===== src/design/imaq_pkg.sv =====
// Shared types and constants for the interval map block.
// Used by imaq_cell and interval_map_assign_query; no dependencies.
package imaq_pkg;

  localparam int Entries  = 32;
  localparam int AddrBits = 32;
  localparam int TagBits  = 16;
  localparam int CntW     = $clog2(Entries + 1);
  localparam int IdxW     = $clog2(Entries);

  typedef struct packed {
    logic [AddrBits-1:0] key;
    logic [TagBits-1:0]  tag;
  } entry_t;

  typedef enum logic [1:0] {
    CmdAssign   = 2'd0,
    CmdQuery    = 2'd1,
    CmdQueryAll = 2'd2
  } cmd_e;

  typedef enum logic [1:0] {
    StOk     = 2'd0,
    StFull   = 2'd1,
    StBeyond = 2'd2
  } status_e;

  typedef enum logic [2:0] {
    SIdle,
    SScan,
    SWrite,
    SQuery,
    SResp
  } state_e;

  // per-cell controls from the sequencer
  typedef struct packed {
    logic   shift;
    logic   load;
    entry_t data;
  } cell_ctl_t;

endpackage


===== src/design/imaq_cell.sv =====
// One breakpoint slot of the table chain.
// Depends on imaq_pkg; takes its neighbour's entry when the chain shifts.
module imaq_cell import imaq_pkg::*; (
  input  logic      clk_i,
  input  logic      rst_ni,
  input  cell_ctl_t ctl_i,
  input  entry_t    nb_i,
  output entry_t    entry_o
);

  entry_t entry_q, entry_d;

  always_comb begin
    entry_d = entry_q;
    if (ctl_i.shift) begin
      entry_d = nb_i;
    end
    if (ctl_i.load) begin
      entry_d = ctl_i.data;
    end
  end

  always_ff @(posedge clk_i or negedge rst_ni) begin
    if (!rst_ni) begin
      entry_q <= '0;
    end else begin
      entry_q <= entry_d;
    end
  end

  assign entry_o = entry_q;

endmodule


===== src/design/interval_map_assign_query.sv =====
// Interval map: sorted breakpoint table held in a chain of cells, streamed past a sequencer.
// Assign: one scan pass, then one rewrite pass if the result fits; a zero or wrapping size skips both.
// Query: one pass over the chain; at most one result per cycle, and the pass waits while the output stalls.
// One item in flight; the next is taken once the previous one has finished its passes.
// Reset (async, active low): table holds one entry {0, tag 0}; root tag 0.
// Depends on imaq_pkg and imaq_cell.
module interval_map_assign_query import imaq_pkg::*; (
  input  logic                clk_i,
  input  logic                rst_ni,
  input  logic                cfg_we_i,
  input  logic [TagBits-1:0]  cfg_root_source_i,
  input  logic                in_valid_i,
  output logic                in_ready_o,
  input  logic [1:0]          command_i,
  input  logic [AddrBits-1:0] address_i,
  input  logic [AddrBits-1:0] size_i,
  input  logic [TagBits-1:0]  source_tag_i,
  output logic                out_valid_o,
  input  logic                out_ready_i,
  output logic [1:0]          status_o,
  output logic [TagBits-1:0]  range_source_o,
  output logic [AddrBits-1:0] range_begin_o,
  output logic [AddrBits:0]   range_end_o,
  output logic                empty_res_o,
  output logic                last_o,
  output logic [TagBits-1:0]  root_source_res_o
);

  state_e state_q, state_d;
  logic [CntW-1:0] cnt_q, cnt_d, rem_q, rem_d, rm_q, rm_d;
  logic [AddrBits-1:0] kb_q, kb_d;
  logic [AddrBits:0] ke_q, ke_d;
  logic [TagBits-1:0] src_q, src_d, tib_q, tib_d, tie_q, tie_d, root_q, root_d;
  logic all_q, all_d, insb_q, insb_d, inse_q, inse_d;
  logic held_v_q, held_v_d, any_q, any_d;
  entry_t held_q, held_d;
  status_e resp_q, resp_d;

  logic out_valid_q;
  logic [1:0] status_q, status_d;
  logic [TagBits-1:0] rsrc_q, rsrc_d;
  logic [AddrBits-1:0] rbeg_q, rbeg_d;
  logic [AddrBits:0] rend_q, rend_d;
  logic empty_q, empty_d, last_q, last_d;
  logic [TagBits-1:0] rroot_q;

  entry_t cells [Entries];
  cell_ctl_t ctl [Entries];
  entry_t head, push_data;
  logic pop, push, emit, can_emit;
  logic [IdxW-1:0] wpos;
  logic [AddrBits:0] sum, head33;
  logic [CntW:0] needed;
  logic first, tail_kept;

  assign head     = cells[0];
  assign head33   = {1'b0, head.key};
  assign can_emit = !out_valid_q || out_ready_i;
  assign sum      = {1'b0, address_i} + {1'b0, size_i};
  assign first     = tib_q != src_q;
  assign tail_kept = tie_q != src_q;
  assign needed = {1'b0, cnt_q} - {1'b0, rm_q}
                + {{CntW{1'b0}}, first && (kb_q != '0)} + {{CntW{1'b0}}, tail_kept};

  always_comb begin
    state_d = state_q; cnt_d = cnt_q; rem_d = rem_q; rm_d = rm_q;
    kb_d = kb_q; ke_d = ke_q; src_d = src_q; tib_d = tib_q; tie_d = tie_q;
    root_d = root_q; all_d = all_q; insb_d = insb_q; inse_d = inse_q;
    held_v_d = held_v_q; held_d = held_q; any_d = any_q; resp_d = resp_q;
    pop = 1'b0; push = 1'b0; push_data = head; emit = 1'b0;
    status_d = StOk; rsrc_d = '0; rbeg_d = '0; rend_d = '0; empty_d = 1'b1; last_d = 1'b1;

    unique case (state_q)
      SIdle: begin
        if (in_valid_i) begin
          kb_d = address_i; ke_d = sum; src_d = source_tag_i;
          rem_d = cnt_q; rm_d = '0; held_v_d = 1'b0; any_d = 1'b0;
          all_d = 1'b0; resp_d = StOk;
          case (command_i)
            CmdAssign: begin
              if (size_i == '0 || sum[AddrBits]) begin
                state_d = SResp;
              end else begin
                state_d = SScan;
              end
            end
            CmdQuery: begin
              if (sum[AddrBits] && (sum[AddrBits-1:0] != '0)) begin
                resp_d = StBeyond; state_d = SResp;
              end else begin
                state_d = SQuery;
              end
            end
            CmdQueryAll: begin
              all_d = 1'b1; kb_d = '0; state_d = SQuery;
            end
            default: state_d = SResp;
          endcase
        end
      end
      SScan: begin
        if (rem_q != '0) begin
          pop = 1'b1; push = 1'b1; rem_d = rem_q - 1'b1;
          if (head.key < kb_q || head.key == '0) begin
            tib_d = head.tag;
          end
          if (head33 <= ke_q) begin
            tie_d = head.tag;
            if (head.key >= kb_q && head.key != '0) begin
              rm_d = rm_q + 1'b1;
            end
          end
        end else if (needed > (CntW+1)'(Entries)) begin
          resp_d = StFull; state_d = SResp;
        end else begin
          rem_d = cnt_q; state_d = SWrite;
          insb_d = first && (kb_q != '0);
          inse_d = tail_kept;
        end
      end
      SWrite: begin
        if (rem_q != '0 && (head.key < kb_q || head.key == '0)) begin
          pop = 1'b1; push = 1'b1; rem_d = rem_q - 1'b1;
          if (head.key == '0 && kb_q == '0) begin
            push_data.tag = src_q; root_d = src_q;
          end
        end else if (rem_q != '0 && head33 <= ke_q) begin
          pop = 1'b1; rem_d = rem_q - 1'b1;        // painted over
        end else if (insb_q) begin
          push = 1'b1; push_data.key = kb_q; push_data.tag = src_q; insb_d = 1'b0;
        end else if (inse_q) begin
          push = 1'b1; push_data.key = ke_q[AddrBits-1:0]; push_data.tag = tie_q;
          inse_d = 1'b0;
        end else if (rem_q != '0) begin
          pop = 1'b1; push = 1'b1; rem_d = rem_q - 1'b1;
        end else begin
          state_d = SResp;
        end
      end
      SQuery: begin
        empty_d = 1'b0;
        rsrc_d = held_q.tag; rbeg_d = held_q.key;
        if (rem_q != '0) begin
          rend_d = head33;
          if (all_q) begin
            emit = held_v_q; last_d = rem_q == CntW'(1);
          end else begin
            emit = held_v_q && (head.key > kb_q); last_d = !(head33 < ke_q);
          end
          if (!emit || can_emit) begin
            pop = 1'b1; push = 1'b1; rem_d = rem_q - 1'b1;
            held_d = head; held_v_d = all_q || (head33 < ke_q);
            any_d = any_q || emit;
          end
        end else begin
          rend_d = ke_q; last_d = 1'b1;
          if (!all_q && held_v_q) begin
            emit = 1'b1;
          end else if (!any_q) begin
            emit = 1'b1; empty_d = 1'b1; rsrc_d = '0; rbeg_d = '0; rend_d = '0;
          end
          if (!emit || can_emit) begin
            state_d = SIdle;
          end
        end
      end
      SResp: begin
        emit = 1'b1; status_d = resp_q;
        if (can_emit) begin
          state_d = SIdle;
        end
      end
      default: state_d = SIdle;
    endcase

    cnt_d = cnt_q + CntW'(push) - CntW'(pop);
    wpos  = pop ? (cnt_q[IdxW-1:0] - 1'b1) : cnt_q[IdxW-1:0];

    if (cfg_we_i) begin
      cnt_d = CntW'(1); root_d = cfg_root_source_i;
    end
  end

  for (genvar i = 0; i < Entries; i++) begin : g_cell
    entry_t nb;
    always_comb begin
      ctl[i].shift = pop && !cfg_we_i;
      ctl[i].load  = push && !cfg_we_i && (wpos == IdxW'(i));
      ctl[i].data  = push_data;
      if (cfg_we_i && i == 0) begin
        ctl[i].load = 1'b1;
        ctl[i].data = '{key: '0, tag: cfg_root_source_i};
      end
    end
    if (i == Entries - 1) begin : g_end
      assign nb = '0;
    end else begin : g_mid
      assign nb = cells[i+1];
    end
    imaq_cell u_cell (
      .clk_i   (clk_i),
      .rst_ni  (rst_ni),
      .ctl_i   (ctl[i]),
      .nb_i    (nb),
      .entry_o (cells[i])
    );
  end

  always_ff @(posedge clk_i or negedge rst_ni) begin
    if (!rst_ni) begin
      state_q <= SIdle; cnt_q <= CntW'(1); rem_q <= '0; rm_q <= '0;
      root_q <= '0; all_q <= 1'b0; insb_q <= 1'b0; inse_q <= 1'b0;
      held_v_q <= 1'b0; any_q <= 1'b0; resp_q <= StOk; out_valid_q <= 1'b0;
    end else begin
      state_q <= state_d; cnt_q <= cnt_d; rem_q <= rem_d; rm_q <= rm_d;
      root_q <= root_d; all_q <= all_d; insb_q <= insb_d; inse_q <= inse_d;
      held_v_q <= held_v_d; any_q <= any_d; resp_q <= resp_d;
      if (emit && can_emit) begin
        out_valid_q <= 1'b1;
      end else if (out_ready_i) begin
        out_valid_q <= 1'b0;
      end
    end
  end

  // root tag is held with the beat; a following assign may repaint key zero
  always_ff @(posedge clk_i) begin
    kb_q <= kb_d; ke_q <= ke_d; src_q <= src_d; tib_q <= tib_d; tie_q <= tie_d;
    held_q <= held_d;
    if (emit && can_emit) begin
      status_q <= status_d; rsrc_q <= rsrc_d; rbeg_q <= rbeg_d; rend_q <= rend_d;
      empty_q <= empty_d; last_q <= last_d; rroot_q <= root_q;
    end
  end

  assign in_ready_o        = state_q == SIdle;
  assign out_valid_o       = out_valid_q;
  assign status_o          = status_q;
  assign range_source_o    = rsrc_q;
  assign range_begin_o     = rbeg_q;
  assign range_end_o       = rend_q;
  assign empty_res_o       = empty_q;
  assign last_o            = last_q;
  assign root_source_res_o = rroot_q;

  a_cnt_range: assert property (@(posedge clk_i) disable iff (!rst_ni)
    cnt_q != '0 && cnt_q <= CntW'(Entries))
    else $error("entry count out of range");

  a_no_overfill: assert property (@(posedge clk_i) disable iff (!rst_ni)
    !(push && !pop && !cfg_we_i && cnt_q == CntW'(Entries)))
    else $error("push into a full chain");

  a_cfg_reinit: assert property (@(posedge clk_i) disable iff (!rst_ni)
    cfg_we_i |=> cnt_q == CntW'(1))
    else $error("table not reinitialised after root write");

  a_empty_last: assert property (@(posedge clk_i) disable iff (!rst_ni)
    out_valid_o && empty_res_o |-> last_o)
    else $error("empty result that is not the last beat");

endmodule

===== config.mk =====
export PLATFORM = sky130hd
export DESIGN_NAME = interval_map_assign_query
export DESIGN_NICKNAME = d
export VERILOG_FILES = /design/src/design/imaq_pkg.sv /design/src/design/imaq_cell.sv /design/src/design/interval_map_assign_query.sv
export SDC_FILE = /design/constraint.sdc
export NUM_CORES = 2
export LEC_CHECK = 0
export ABC_AREA = 1
export ABC_CLOCK_PERIOD_IN_PS = 9300
export BUFFER_PORTS_ARGS = -buffer_cell sky130_fd_sc_hd__buf_2
export CORE_ASPECT_RATIO = 1.75
export CORE_MARGIN = 8
export CORE_UTILIZATION = 25
export DETAILED_ROUTE_END_ITERATION = 10
export PLACE_DENSITY = 0.39
export SYNTH_ARGS = -nofsm -noshare
export SYNTH_HDL_FRONTEND = slang
export SYNTH_HIERARCHICAL = 1
export SYNTH_SLANG_ARGS = --single-unit

===== constraint.sdc =====
create_clock -name clk_i -period 9.3 [get_ports clk_i]
set_input_delay 1.86 -clock clk_i [delete_from_list [all_inputs] [get_ports clk_i]]
set_output_delay 1.86 -clock clk_i [all_outputs]
set_load 0.005 [all_outputs]

==> results.json <==
{
  "synth.largest_area_cell": "dfrtp_1",
  "hold_path.class": "reg -> reg",
  "r2r_start": "g_cell[0].u_cell/entry_o[40]$_DFFE_PN0P_",
  "startpoint": "g_cell[0].u_cell/entry_o[40]$_DFFE_PN0P_",
  "path_class": "reg -> reg",
  "ys.flop_type": "dfrtp_1",
  "tightest_slew_ns": 1.32,
  "num_vias": 72500,
  "finalSetupTns_ns": 0,
  "cts_buffer_depth": 4,
  "finalNetCount": 11000,
  "p_leak_nw": 47.1,
  "antenna_found_initial": 1,
  "max_freq_mhz": 163,
  "critPathMostFrequentCell": "nand3_1",
  "vias_per_cell": 4.66,
  "worst-path-max-fanout": 87,
  "netlist_instances": 10900,
  "die_area_um2": 375000,
  "layout_min_cycle_time_ns": 6.14,
  "report.final.hold_viol_count": 0,
  "cp.arrival_ns": 6.93,
  "ios": 206,
  "min_period_over_period": 0.661,
  "async_reset_ff_frac": 0.858,
  "r2r_setup_slack_ns": 3.16,
  "cts.sinks": 1843,
  "slew_violations": 0,
  "relSlewSlack": 0.118,
  "finalWeightedCongestion": 0.849,
  "placementRows": 289,
  "initial_utilization": 0.251,
  "rr_worst_depth": 15,
  "grt_pass1_wl_um": 449000,
  "worst_ep_required_time_ns": 10.08,
  "cp_num_cells": 15,
  "end_kind": "flop",
  "synthesis.area_um2": 88700,
  "ys_top_cells_by_area": "dfrtp_1 (45%), nand3_1 (18%), nand2_1 (16%)",
  "dp_hpwl_um": 200000,
  "fp.dieW_um": 466,
  "register_area_um2": 47400,
  "syn2layout_area_growth_pct": 13.6,
  "synth_edf_count": 262,
  "drv_cap": 0,
  "cts_hold_buf": 0,
  "core_um2": 354000,
  "critPathTopFamily": "simple AND/OR/NAND/NOR gates",
  "htreeDepth": 4,
  "dp.cells": 15200,
  "overflow": 0,
  "layout-drive-gt1-share": 0.0774,
  "rsz0062_at_grt": "false",
  "cts_setup_buffers": 0,
  "reg2reg_to": "g_cell[30].u_cell/entry_o[8]$_DFFE_PN0P_",
  "cts_resized": 0,
  "synth-seq-area-share": 0.535,
  "ant_nets": 0,
  "path_buf_inv": 4,
  "io_buffers": 205,
  "worstPathCellList": "inv_1 > nand3_1 > nor3_1 > nand4_1 > nand2_1 > nand2_2 > nand3_4 > nand2_4 > nand3_4 > nand2_1 > inv_8 > buf_4 > buf_4 > nand3_1 > nand3_1",
  "grt_usage": 0.148,
  "startpoint_type": "flop",
  "dr.pass1.iters": 5,
  "yosys_warnings": 6,
  "multi_input_area_um2": 37100,
  "wire_per_inst_um": 18.2,
  "total_power_mw": 27.5,
  "cp-endpoint": "g_cell[30].u_cell/entry_o[8]$_DFFE_PN0P_",
  "cts_buffers": 197,
  "ys_ff_latch": 1843,
  "final_cells": 15500,
  "peakVddDrop_uv": 282,
  "power_density_nw_per_um2": 273,
  "grt_pass1_vias": 74400,
  "whs_path_depth": 0,
  "nFillCells": 37700,
  "slowest_delay_ns": 0.96,
  "skew_ns": 0.0441,
  "outcome": "finished clean",
  "cts.clk_slew.worst_paths_ns": 0.07,
  "wl_um": 283000,
  "cts_tree": "done",
  "crit_slowest_cell": "nor3_1",
  "fp.dieH_um": 804,
  "avgSynthCellArea_um2": 8.16,
  "synth_cell_types": 55,
  "drt_iter0_drc": 5069,
  "root_buffer": "clkbuf_16",
  "drc": 0,
  "clk_latency_ns": 0.87,
  "setup_viol": 0,
  "yosysTopAreaCellShare": 0.446,
  "grt_max_degree": 164
}
## cell usage in the layout (no fill, tap or decap), types with 11 or more instances in the layout
master / netlist / layout
a211oi_1: 37 / 37
clkbuf_8: 0 / 39
nor2_1: 267 / 213
clkinv_2: 0 / 30
buf_4: 98 / 127
clkinv_1: 3 / 11
o211ai_1: 27 / 27
nand2_1: 3715 / 3714
a21oi_1: 95 / 63
buf_12: 0 / 21
nor3_1: 24 / 18
buf_2: 367 / 204
o21ai_4: 0 / 13
nor2_4: 2 / 56
dfrtp_1: 1580 / 1578
nor4_1: 20 / 20
nand4_1: 38 / 38
a21oi_4: 0 / 32
inv_1: 444 / 442
xnor2_1: 28 / 28
edfxtp_1: 262 / 262
o22ai_1: 34 / 31
conb_1: 1 / 48
ha_1: 121 / 121
nand3_1: 3132 / 3132
clkbuf_16: 0 / 198
xor2_1: 23 / 23
inv_2: 40 / 40
nand2_2: 11 / 12
clkbuf_1: 176 / 49
o21ai_0: 151 / 139
## report_power, final
part | leakage [nW] | internal, mW | switching (mW)
Sequential | 24.0 | 10.7 | 1.38
Combinational | 20.0 | 2.10 | 5.49
Clock | 3.06 | 4.41 | 3.45
## layer usage
metal,global-route usage,vias up,wire [um]
li1,-,35700,-
met2,0.296,1176,158000
met5,0,-,0
met1,0.159,35200,107000
met3,0.0165,425,8710
met4,0.0489,0,10100
## synth_stat cells, drive strengths merged, types with 27 or more instances
| master | number |
|---|---|
| a211oi | 37 |
| a21oi | 96 |
| buf | 536 |
| clkbuf | 176 |
| dfrtp | 1580 |
| edfxtp | 262 |
| ha | 121 |
| inv | 484 |
| nand2 | 3731 |
| nand3 | 3139 |
| nand4 | 39 |
| nor2 | 273 |
| nor3 | 34 |
| o211ai | 27 |
| o21ai | 160 |
| o22ai | 34 |
| xnor2 | 28 |
## worst reg2reg max path: stages (launching register included)
cell and delay, ns:
dfrtp_1 0.47, inv_1 0.19, nand3_1 0.13, nor3_1 0.96, nand4_1 0.33, nand2_1 0.39, nand2_2 0.46, nand3_4 0.24
nand2_4 0.13, nand3_4 0.18, nand2_1 0.17, inv_8 0.55, buf_4 0.70, buf_4 0.72, nand3_1 0.30, nand3_1 0.17
## worst min-delay path by stage
stage / to / startpoint / slack [ns]
after floorplan: root_source_res_o[0]$_DFFE_PP_ / root_q[0]$_DFFE_PN0P_ / 0.43
after global placement: root_source_res_o[6]$_DFFE_PP_ / root_q[6]$_DFFE_PN0P_ / 0.44
after detailed placement: root_source_res_o[10]$_DFFE_PP_ / root_q[10]$_DFFE_PN0P_ / 0.44
after CTS: root_source_res_o[10]$_DFFE_PP_ / root_q[10]$_DFFE_PN0P_ / 0.46
after global routing: root_source_res_o[6]$_DFFE_PP_ / root_q[6]$_DFFE_PN0P_ / 0.47
final: root_source_res_o[10]$_DFFE_PP_ / root_q[10]$_DFFE_PN0P_ / 0.45
## cell type report
class | instances | share of cell area
tap | 4656 | 0.0578
inverter | 487 | 0.0182
clock inverter | 57 | 0.00489
multi-input combinational | 7865 | 0.368
timing repair buffer | 352 | 0.0238
antenna | 2 | 0.0000497
clock buffer | 287 | 0.0564
sequential | 1843 | 0.471
## state kept, by name (all words and copies together), names as in the netlist, 32 cells and up
name                   cells
ke_q                      33
range_begin_o             32
g_cell.u_cell/entry_o   1536
kb_q                      32
held_q                    48
range_end_o               33
## stage by stage
step | worst slack (ns) | utilization | cell area (um2) | hold WS (ns)
detailed placement | 3.14 | 0.267 | 94600 | 0.440
floorplan | 2.34 | - | 88800 | 0.425
CTS | 3.12 | 0.285 | 101000 | 0.455
finish | 3.16 | 0.285 | 101000 | 0.453
global route | 2.83 | 0.285 | 101000 | 0.467
global placement | 3.13 | 0.267 | 94600 | 0.436
## logic make-up (layout without fill, tap and decap cells)
kind of cell | after synthesis | count (layout) | synth area share
adder cells (fa/ha/maj) | 125 | 125 | 0.0180
flip-flops | 1843 | 1843 | 0.535
AND/OR/NAND/NOR | 7255 | 7255 | 0.357
XOR/XNOR | 51 | 51 | 0.00504
AO/OA/AOI/OAI | 382 | 382 | 0.0247
buffers and inverters | 1199 | 1183 | 0.0603
multiplexers | 4 | 4 | 0.000466
other | 1 | 50 | 0.0000423
Power figures use the tool's default switching activity.
